===== src/gpio_bank_with_atomic_aliases_macros.svh =====
// Assertion macros for the GPIO bank.
`ifndef GPIO_BANK_WITH_ATOMIC_ALIASES_MACROS_SVH
`define GPIO_BANK_WITH_ATOMIC_ALIASES_MACROS_SVH
`ifndef SYNTHESIS
`define GBA_ASSERT_CLK(label, clk_sig, rstn_sig, prop, msg) \
    label: assert property (@(posedge clk_sig) disable iff (!rstn_sig) prop) else $error(msg);
`define GBA_ASSERT_NORST(label, clk_sig, prop, msg) \
    label: assert property (@(posedge clk_sig) prop) else $error(msg);
`else
`define GBA_ASSERT_CLK(label, clk_sig, rstn_sig, prop, msg)
`define GBA_ASSERT_NORST(label, clk_sig, prop, msg)
`endif
`endif


===== src/gba_pkg.sv =====
package gba_pkg;

    localparam logic [1:0] CMD_READ  = 2'd0;
    localparam logic [1:0] CMD_WRITE = 2'd1;
    localparam logic [1:0] CMD_TICK  = 2'd2;

    localparam logic [1:0] SPACE_GPIO = 2'd0;
    localparam logic [1:0] SPACE_RIO  = 2'd1;
    localparam logic [1:0] SPACE_PADS = 2'd2;

    localparam logic [1:0] ALIAS_PLAIN = 2'd0;
    localparam logic [1:0] ALIAS_XOR   = 2'd1;
    localparam logic [1:0] ALIAS_SET   = 2'd2;
    localparam logic [1:0] ALIAS_CLR   = 2'd3;

    localparam logic [1:0] OVR_NONE = 2'd0;
    localparam logic [1:0] OVR_INV  = 2'd1;
    localparam logic [1:0] OVR_LOW  = 2'd2;
    localparam logic [1:0] OVR_HIGH = 2'd3;

    localparam logic [11:0] INTE_OFF   = 12'h11c;
    localparam logic [11:0] INTS_OFF   = 12'h124;
    localparam logic [11:0] RIO_OUT    = 12'h000;
    localparam logic [11:0] RIO_OE     = 12'h004;
    localparam logic [11:0] RIO_IN     = 12'h008;

    localparam logic [31:0] CTRL_KEEP  = 32'h00f3f01f;
    localparam logic [31:0] CTRL_RESET = 32'h0000001f;
    localparam int          CTRL_IRQRESET_BIT = 28;
    localparam logic [4:0]  FSEL_RIO   = 5'd5;
    localparam int          PAD_OUT_DIS_BIT = 7;

    typedef struct packed {
        logic lvl;
        logic po;
        logic oe;
        logic ev;
    } lane_t;

    function automatic logic [31:0] apply_alias(input logic [31:0] old_v,
                                                input logic [31:0] w,
                                                input logic [1:0] kind);
        logic [31:0] r;
        case (kind)
            ALIAS_XOR: r = old_v ^ w;
            ALIAS_SET: r = old_v | w;
            ALIAS_CLR: r = old_v & ~w;
            default:   r = w;
        endcase
        return r;
    endfunction

    function automatic logic override_bit(input logic v, input logic [1:0] ov);
        logic r;
        case (ov)
            OVR_NONE: r = v;
            OVR_INV:  r = ~v;
            OVR_LOW:  r = 1'b0;
            default:  r = 1'b1;
        endcase
        return r;
    endfunction

endpackage


===== src/gpio_bank_with_atomic_aliases.sv =====
// GPIO bank with plain, XOR, set and clear access aliases.
// Input channel: in_valid / in_stall carry one transaction per cycle: a bus
// read, a bus write (alias_req picks the write kind) or a tick that samples
// pin_levels and latches rising and falling edges.
// Output channel: out_valid / out_stall carry one result per input
// transaction: rdata (zero except on reads) plus pin_out, pin_oe and
// irq_line as they stand after that transaction has taken effect.
// Timing: the result appears in the cycle after the input is accepted; the
// state update is shallow bitwise logic in front of one output register.
// Throughput: one transaction per cycle while the receiver does not stall.
// Stall: while the output register holds a result the receiver has stalled,
// in_stall is raised and the input side waits; the result holds unchanged.
// Reset: rst_n clears the bank state asynchronously: function select 31 on every
// pin, everything else zero; no result is pending after reset.
`include "gpio_bank_with_atomic_aliases_macros.svh"
module gpio_bank_with_atomic_aliases
    import gba_pkg::*;
#(
    parameter int PINS = 28
)
(
    input  logic        clk,
    input  logic        rst_n,
    input  logic        in_valid,
    output logic        in_stall,
    input  logic [1:0]  cmd,
    input  logic [1:0]  space,
    input  logic [1:0]  alias_req,
    input  logic [11:0] offset,
    input  logic [31:0] wdata,
    input  logic [31:0] pin_levels,
    output logic        out_valid,
    input  logic        out_stall,
    output logic [31:0] rdata,
    output logic [31:0] pin_out,
    output logic [31:0] pin_oe,
    output logic        irq_line
);
    localparam int IDXW = (PINS > 1) ? $clog2(PINS) : 1;
    localparam logic [31:0] PMASK = 32'((64'd1 << PINS) - 64'd1);
    localparam logic [11:0] GPIO_END = 12'(8 * PINS);
    localparam logic [11:0] PAD_END  = 12'(4 + 4 * PINS);

    // Bank state
    logic [31:0] ctrl_reg  [PINS];
    logic [31:0] ctrl_next [PINS];
    logic [1:0]  latch_reg [PINS];
    logic [1:0]  latch_next[PINS];
    logic [7:0]  pad_reg   [PINS];
    logic [7:0]  pad_next  [PINS];
    logic [31:0] rio_o_reg, rio_o_next;
    logic [31:0] rio_oe_reg, rio_oe_next;
    logic [31:0] inte_reg, inte_next;
    logic [31:0] last_reg, last_next;

    // Result register
    logic        out_valid_reg;
    logic [31:0] rdata_reg, rdata_next;
    logic [31:0] pin_out_reg, pin_oe_reg;
    logic        irq_reg;

    logic        accept;
    logic [11:0] off;
    logic [11:0] pad_off;
    logic        gpio_hit, pad_hit;
    logic [IDXW-1:0] gidx, pidx;
    logic [31:0] levels_m;

    lane_t       cur_lane [PINS];
    lane_t       nxt_lane [PINS];
    logic [31:0] cur_lvl, cur_ev, nxt_po, nxt_oe, nxt_ev;
    logic [31:0] ctrl_alias, cur_ints;
    logic [31:0] pad_alias;
    logic        irq_now;
    logic [31:0] hi_drive;

    // Accept a new transaction whenever the result register is free or drains.
    assign in_stall = out_valid_reg & out_stall;
    assign accept   = in_valid & ~in_stall;

    assign off      = {offset[11:2], 2'b00};
    assign pad_off  = off - 12'd4;
    assign gpio_hit = (off < GPIO_END);
    assign pad_hit  = (off >= 12'd4) && (off < PAD_END);
    assign gidx     = off[3 +: IDXW];
    assign pidx     = pad_off[2 +: IDXW];
    assign levels_m = pin_levels & PMASK;

    genvar g;
    generate
        for (g = 0; g < PINS; g++)
        begin : g_lane
            gba_lane u_cur (
                .ctrl    (ctrl_reg[g]),
                .latch   (latch_reg[g]),
                .pad     (pad_reg[g]),
                .rio_o   (rio_o_reg[g]),
                .rio_oe  (rio_oe_reg[g]),
                .lvl_raw (last_reg[g]),
                .lane    (cur_lane[g])
            );
            gba_lane u_nxt (
                .ctrl    (ctrl_next[g]),
                .latch   (latch_next[g]),
                .pad     (pad_next[g]),
                .rio_o   (rio_o_next[g]),
                .rio_oe  (rio_oe_next[g]),
                .lvl_raw (last_next[g]),
                .lane    (nxt_lane[g])
            );
        end
    endgenerate

    // Collect per-pin results into words; bits from PINS upward read as zero.
    always_comb
    begin
        cur_lvl = '0;
        cur_ev  = '0;
        nxt_po  = '0;
        nxt_oe  = '0;
        nxt_ev  = '0;
        for (int p = 0; p < PINS; p++)
        begin
            cur_lvl[p] = cur_lane[p].lvl;
            cur_ev[p]  = cur_lane[p].ev;
            nxt_po[p]  = nxt_lane[p].po;
            nxt_oe[p]  = nxt_lane[p].oe;
            nxt_ev[p]  = nxt_lane[p].ev;
        end
        cur_ints = cur_ev & inte_reg & PMASK;
    end

    // Read path, from the state before this transaction
    always_comb
    begin
        rdata_next = '0;
        if (cmd == CMD_READ)
        begin
            case (space)
                SPACE_GPIO:
                begin
                    if (gpio_hit)
                    begin
                        if (off[2])
                            rdata_next = ctrl_reg[gidx];
                        else
                            rdata_next = {8'd0, cur_lvl[gidx], ~cur_lvl[gidx],
                                          latch_reg[gidx], 20'd0};
                    end
                    else if (off == INTE_OFF)
                        rdata_next = inte_reg;
                    else if (off == INTS_OFF)
                        rdata_next = cur_ints;
                end
                SPACE_RIO:
                begin
                    if (off == RIO_OUT)
                        rdata_next = rio_o_reg;
                    else if (off == RIO_OE)
                        rdata_next = rio_oe_reg;
                    else if (off == RIO_IN)
                        rdata_next = cur_lvl;
                end
                SPACE_PADS:
                begin
                    if (pad_hit)
                        rdata_next = {24'd0, pad_reg[pidx]};
                end
                default: rdata_next = '0;
            endcase
        end
    end

    assign ctrl_alias = apply_alias(ctrl_reg[gidx], wdata, alias_req);
    assign pad_alias  = apply_alias({24'd0, pad_reg[pidx]}, wdata, alias_req);

    // Next state for writes and ticks
    always_comb
    begin
        ctrl_next   = ctrl_reg;
        latch_next  = latch_reg;
        pad_next    = pad_reg;
        rio_o_next  = rio_o_reg;
        rio_oe_next = rio_oe_reg;
        inte_next   = inte_reg;
        last_next   = last_reg;
        if (accept)
        begin
            case (cmd)
                CMD_WRITE:
                begin
                    case (space)
                        SPACE_GPIO:
                        begin
                            if (gpio_hit)
                            begin
                                if (off[2])
                                begin
                                    ctrl_next[gidx] = ctrl_alias & CTRL_KEEP;
                                    if (ctrl_alias[CTRL_IRQRESET_BIT])
                                        latch_next[gidx] = 2'b00;
                                end
                            end
                            else if (off == INTE_OFF)
                                inte_next = apply_alias(inte_reg, wdata, alias_req) & PMASK;
                        end
                        SPACE_RIO:
                        begin
                            if (off == RIO_OUT)
                                rio_o_next = apply_alias(rio_o_reg, wdata, alias_req) & PMASK;
                            else if (off == RIO_OE)
                                rio_oe_next = apply_alias(rio_oe_reg, wdata, alias_req)
                                              & PMASK;
                        end
                        SPACE_PADS:
                        begin
                            if (pad_hit)
                                pad_next[pidx] = pad_alias[7:0];
                        end
                        default: ;
                    endcase
                end
                CMD_TICK:
                begin
                    // Compare old and new levels, both through the current input override.
                    for (int p = 0; p < PINS; p++)
                    begin
                        if (!cur_lvl[p] && override_bit(levels_m[p], ctrl_reg[p][17:16]))
                            latch_next[p][1] = 1'b1;
                        if (cur_lvl[p] && !override_bit(levels_m[p], ctrl_reg[p][17:16]))
                            latch_next[p][0] = 1'b1;
                    end
                    last_next = levels_m;
                end
                default: ;
            endcase
        end
    end

    always_ff @(posedge clk or negedge rst_n)
    begin
        if (!rst_n)
        begin
            for (int p = 0; p < PINS; p++)
            begin
                ctrl_reg[p]  <= CTRL_RESET;
                latch_reg[p] <= '0;
                pad_reg[p]   <= '0;
            end
            rio_o_reg     <= '0;
            rio_oe_reg    <= '0;
            inte_reg      <= '0;
            last_reg      <= '0;
            out_valid_reg <= 1'b0;
        end
        else
        begin
            ctrl_reg   <= ctrl_next;
            latch_reg  <= latch_next;
            pad_reg    <= pad_next;
            rio_o_reg  <= rio_o_next;
            rio_oe_reg <= rio_oe_next;
            inte_reg   <= inte_next;
            last_reg   <= last_next;
            if (accept)
                out_valid_reg <= 1'b1;
            else if (!out_stall)
                out_valid_reg <= 1'b0;
        end
    end

    assign irq_now  = |(nxt_ev & inte_next & PMASK);
    assign hi_drive = (pin_oe_reg | pin_out_reg) & ~PMASK;

    // Result payload: load on accept, hold otherwise.
    always_ff @(posedge clk)
    begin
        if (accept)
        begin
            rdata_reg   <= rdata_next;
            pin_out_reg <= nxt_po;
            pin_oe_reg  <= nxt_oe;
            irq_reg     <= irq_now;
        end
    end

    assign out_valid = out_valid_reg;
    assign rdata     = rdata_reg;
    assign pin_out   = pin_out_reg;
    assign pin_oe    = pin_oe_reg;
    assign irq_line  = irq_reg;

    `GBA_ASSERT_CLK(a_out_src, clk, rst_n, $rose(out_valid_reg) |-> $past(accept), "orphan result")
    `GBA_ASSERT_CLK(a_irq_inte, clk, rst_n, irq_now |-> |inte_next, "irq with no enable")
    `GBA_ASSERT_CLK(a_high_quiet, clk, rst_n, out_valid_reg |-> (hi_drive == '0), "high pin drive")
    `GBA_ASSERT_NORST(a_reset_empty, clk, !rst_n |=> !out_valid_reg, "result pending after reset")

endmodule


===== src/gba_lane.sv =====
module gba_lane
    import gba_pkg::*;
(
    input  logic [31:0] ctrl,
    input  logic [1:0]  latch,
    input  logic [7:0]  pad,
    input  logic        rio_o,
    input  logic        rio_oe,
    input  logic        lvl_raw,
    output lane_t       lane
);
    logic is_rio;

    always_comb
    begin
        is_rio   = (ctrl[4:0] == FSEL_RIO);
        lane.lvl = override_bit(lvl_raw, ctrl[17:16]);
        lane.po  = override_bit(is_rio & rio_o, ctrl[13:12]);
        lane.oe  = override_bit(is_rio & rio_oe, ctrl[15:14]) & ~pad[PAD_OUT_DIS_BIT];
        // drop any event whose enable is clear
        lane.ev  = (latch[0] & ctrl[20]) | (latch[1] & ctrl[21]) |
                   (~lane.lvl & ctrl[22]) | (lane.lvl & ctrl[23]);
    end
endmodule


===== config.mk =====
export PLATFORM = sky130hd
export DESIGN_NAME = gpio_bank_with_atomic_aliases
export DESIGN_NICKNAME = d
export VERILOG_FILES = /design/src/gba_pkg.sv /design/src/gpio_bank_with_atomic_aliases.sv /design/src/gba_lane.sv
export VERILOG_INCLUDE_DIRS = /design/src /design/src/src
export SDC_FILE = /design/constraint.sdc
export NUM_CORES = 2
export LEC_CHECK = 0
export BUFFER_PORTS_ARGS = -buffer_cell sky130_fd_sc_hd__buf_2
export CAP_MARGIN = 10
export CORE_AREA = 10 10 374 376
export CTS_CLUSTER_SIZE = 10
export DETAILED_ROUTE_END_ITERATION = 10
export DIE_AREA = 0 0 384 386
export GPL_TIMING_DRIVEN = 0
export PLACE_DENSITY = 0.74
export SLEW_MARGIN = 25
export SYNTH_ARGS = -nofsm -noshare
export SYNTH_HDL_FRONTEND = slang
export SYNTH_HIERARCHICAL = 1
export SYNTH_SLANG_ARGS = --single-unit
export TNS_END_PERCENT = 10

===== constraint.sdc =====
create_clock -name clk -period 7.2 [get_ports clk]
set_input_delay 1.44 -clock clk [delete_from_list [all_inputs] [get_ports clk]]
set_output_delay 1.44 -clock clk [all_outputs]
set_load 0.05 [all_outputs]

======== Word level (Yosys, flattened, before mapping) ========
Cells that the tools add are included.
Widths: inputs -> output; s select.
operators by class
  add/sub/neg operators ................... 1
  $lt $le $gt $ge ......................... 8
  eq/ne operators ......................... 264
  mux-type cells .......................... 318
  bitwise logic cells ..................... 726
  reductions and logical operators ........ 233
operator list
  operator            count
  $mux 888            5
  $bwmux 896          1
  $mux 224            4
  $mux 28             15
  $pmux 1 s3          140
  $mux 32             11
  $and 1x1->1         310
  $mux 56             5
  $pmux 28 s3         3
  $eq 2x2->1 const B  116
  $eq 2x1->1 const B  115
  $logic_not 2->1     114
  $not 1->1           226
  $bwmux 224          1
  $or 1x1->1          168
  $bmux 32 s5         1
  $demux 32 s5        1
  $and 28x28->28      5
  $eq 5x3->1 const B  28
  $mux 1              115
  $pmux 56 s2         1
  $pmux 32 s3         1
  $pmux 29 s3         1
  $or 28x28->28       3
  36 further kinds    160
word-level totals
  register bits after elaboration ......... 1382
  bits of input ports ..................... 86
  output and inout port bits .............. 99
  word-level logic and storage cells ...... 1699

======== Longest topological paths before layout ========
  depth in word-level cells ............... 20
  mapped depth ............................ 26
  mapped depth without buffers ............ 21

======== By module ========
The synthesis kept the hierarchy.
by module, submodules not included
  module                         times used  cells an instance  area an instance (um^2)  sequential area each (um^2)
  gpio_bank_with_atomic_aliases  1           5768               65529.1                  35103.7
  gba_lane                       56          14                 123.9                    0.0

======== Worst setup path before layout ========
No wires, ideal clock.
  kind .................................... input to register
  start ................................... input in_valid
  end ..................................... register irq_reg (netlist: irq_line) (data pin)
  library setup time ...................... 0.272 ns
  arrival time ............................ 7.177 ns
  required time ........................... 6.928 ns
  setup slack ............................. -0.248 ns
  stages .................................. 15
  buffers on the path ..................... 2
  cell sequence ........................... a21boi_2 -> and2_1 -> nand3_2 -> clkbuf_1 -> nor2_2 -> clkbuf_1 -> nor2_1 -> a21oi_1 -> xnor2_1 -> mux2i_1 -> o211ai_1 -> o31a_1 -> o311ai_0 -> or4_1 -> or4_1
RTL lines
  what                  RTL line                              text
  start, declared       gpio_bank_with_atomic_aliases.sv:24   input logic in_valid,
  end signal, assigned  gpio_bank_with_atomic_aliases.sv:283  irq_reg <= irq_now;
  end, declared         gpio_bank_with_atomic_aliases.sv:60   logic irq_reg;

==> results.toml <==
[clocking]
cts_buffers = 161
cts_root_buf = "clkbuf_16"
tritoncts = "done"
clock_path_buffers = 3
h-tree-depth = 4
clk_pin_slew_ps = 60
holdBufCountCts = 0
cts_sinks = 1378
clk_latency_ps = 860

[route]
firstDrtPassIters = 9
drtAntennaViolNets = 0
drc = 0
post_drt_via_cell_ratio = 6.83
first_iter_violations = 8886
via_count = 58668
avgRoutedWirePerCell_um = 36.0
wl_mm = 309

[outcome]
violations = "negative setup slack"
status = "complete, but fails checks"

[sta]
period_share_pct = 104
timing.final.crit_period_ps = 7520
max_freq_ghz = 0.133
setup_viol = 33
tightest_slew_ps = 1260
finalHoldViolCount = 0
fin_ws_ps = -315
timing.hold.ws_ps = 479
relSlewSlack_pct = 15.4
slew_viol_final = 0
clock_skew_ps = 48.3

[die]
initial_core_util_pct = 52.9
dieArea_mm2 = 0.148
rows = 134
fp.dieW_um = 384
die_y_um = 386
top_level_ports = 185
core_area_mm2 = 0.133

[power]
p_leak_nw = 35.7
swShare_pct = 27.8
clock_power_share_pct = 44.3
p_seq_share_pct = 45.2
share_comb_of_total_power_pct = 10.5
power_density_mw_per_mm2 = 222
p_int_w = 0.0128
vdd_drop_max_uv = 238
power_switching_w = 0.00492

[worst_hold_path]
hold_class = "reg -> reg"

[setup_path]
cp_max_fo = 10
startpoint_type = "input port"
cp.required_ps = 7790
endpoint_kind = "register"
worst-setup-path-type = "in -> reg"
r2r_setup_slack_ps = 760
crit_arrival_ps = 8110

[place]
io_buffers = 162
dpl.hpwl_mm = 230
place_ws_ps = -2950
place_congestion = 1.11
postPlaceCellArea_mm2 = 0.0740

[layout]
nets = 7002
finalInstanceArea_mm2 = 0.0797
drive_above_1_share_pct = 19.9
area_growth_pct = 13.5
nFillCells = 10776
largest_reg_flops = 896

[grt]
grt_usage_pct = 41.1
grt_max_degree = 130
grt_pass1_wl_mm = 430
globalRoute.totalOverflow = 0
antenna_found_initial = 18
grt_pass1_vias = 56723

[job]
cap_violations = 0

[yosys]
syn_area_mm2 = 0.0702
synth_warnings = 6
syn_inst = 6328
avgSynthCellArea_um2 = 11.1
[worst max-delay path: stages]
cell             delay (ps)
buf_6                   160
buf_2                   380
clkbuf_4                480
clkbuf_2                450
clkdlybuf4s15_2         570
nand2_1                 200
a21oi_1                 300
a21oi_1                  90
o21ai_2                 540
inv_1                   100
ha_1                    310
mux2_2                  280
a21oi_2                 410
buf_6                   260
clkbuf_2                420
a21oi_1                 240
nand4bb_1               330
nor4b_4                 670
mux2_2                  420
[routing by layer]
metal  vias to the layer above  wire length (um)  GRT usage [%]
met4                        22             29800           30.5
met1                     29719            110000           50.9
li1                      23219                 -              -
met2                      4537            122000           55.2
met3                      1171             46400           19.4
met5                         -               696           1.33
[final cells by class]
type	instances	area, um^2	area share [%]
diodes	11	27.5	0.0346
clock buffers	258	4540	5.69
plain buffers	436	2350	2.95
well taps	1768	2210	2.78
repair buffers	198	1540	1.93
clock inverters	21	354	0.445
inverters	159	601	0.754
multi-input cells	4357	32900	41.3
flip-flops and latches	1378	35100	44.1
[metrics by stage]
step           util [%]  power (W)  std cells  setup TNS [ps]
2_1_floorplan         -    0.00902       6335               0
3_3_place_gp       55.2    0.00979       8265               -
4_1_cts            59.8     0.0176       8572            -201
5_1_grt            60.0     0.0181       8575           -15.2
3_5_place_dp       55.8    0.00986       8292         -467880
6_report           60.1     0.0177       8586           -4080
[what timing repair did]
action,4_1_cts,5_1_grt
resized for setup,131,79
endpoints found under the hold margin,0,0
pin swaps,1,3
setup buffers,4,5
endpoints found under the setup margin,255,75
[power by group through the flow]
stage | Sequential, W | Clock [W] | Combinational [W]
floorplan | 0.00819 | 0 | 0.000835
global placement | 0.00814 | 0 | 0.00165
detailed placement | 0.00813 | 0 | 0.00173
CTS | 0.00799 | 0.00782 | 0.00176
global route | 0.00800 | 0.00816 | 0.00189
finish | 0.00800 | 0.00783 | 0.00186
[worst paths after layout]
kind | to | cells after the start | start
max reg2reg | irq_line | 15 | out_valid
max | pin_oe[13] | 19 | offset[6]
min reg2reg | pad_reg[205] | 2 | pad_reg[205]
min in group asynchronous | ctrl_reg[755] | 1 | rst_n
min | pad_reg[205] | 2 | pad_reg[205]
max in group asynchronous | inte_reg[17] | 5 | rst_n
[placed cells by master (no fill, tap or decap), types with 52 or more instances in the layout]
master / n
dfstp_2: 140
a21oi_1: 709
nand4bb_1: 58
nor2b_1: 537
nor2_1: 882
nor4b_2: 52
nor3_1: 61
mux4_2: 284
clkbuf_16: 163
clkbuf_1: 277
edfxtp_1: 89
buf_2: 285
o21ai_0: 139
mux2i_1: 139
dfrtp_1: 1149
nand2b_1: 63
a22o_1: 125
xnor2_1: 86
inv_1: 157
a211oi_1: 137
nand2_1: 250
mux2_2: 166
nand3_1: 56
ha_1: 225
Power figures use the tool's default switching activity.
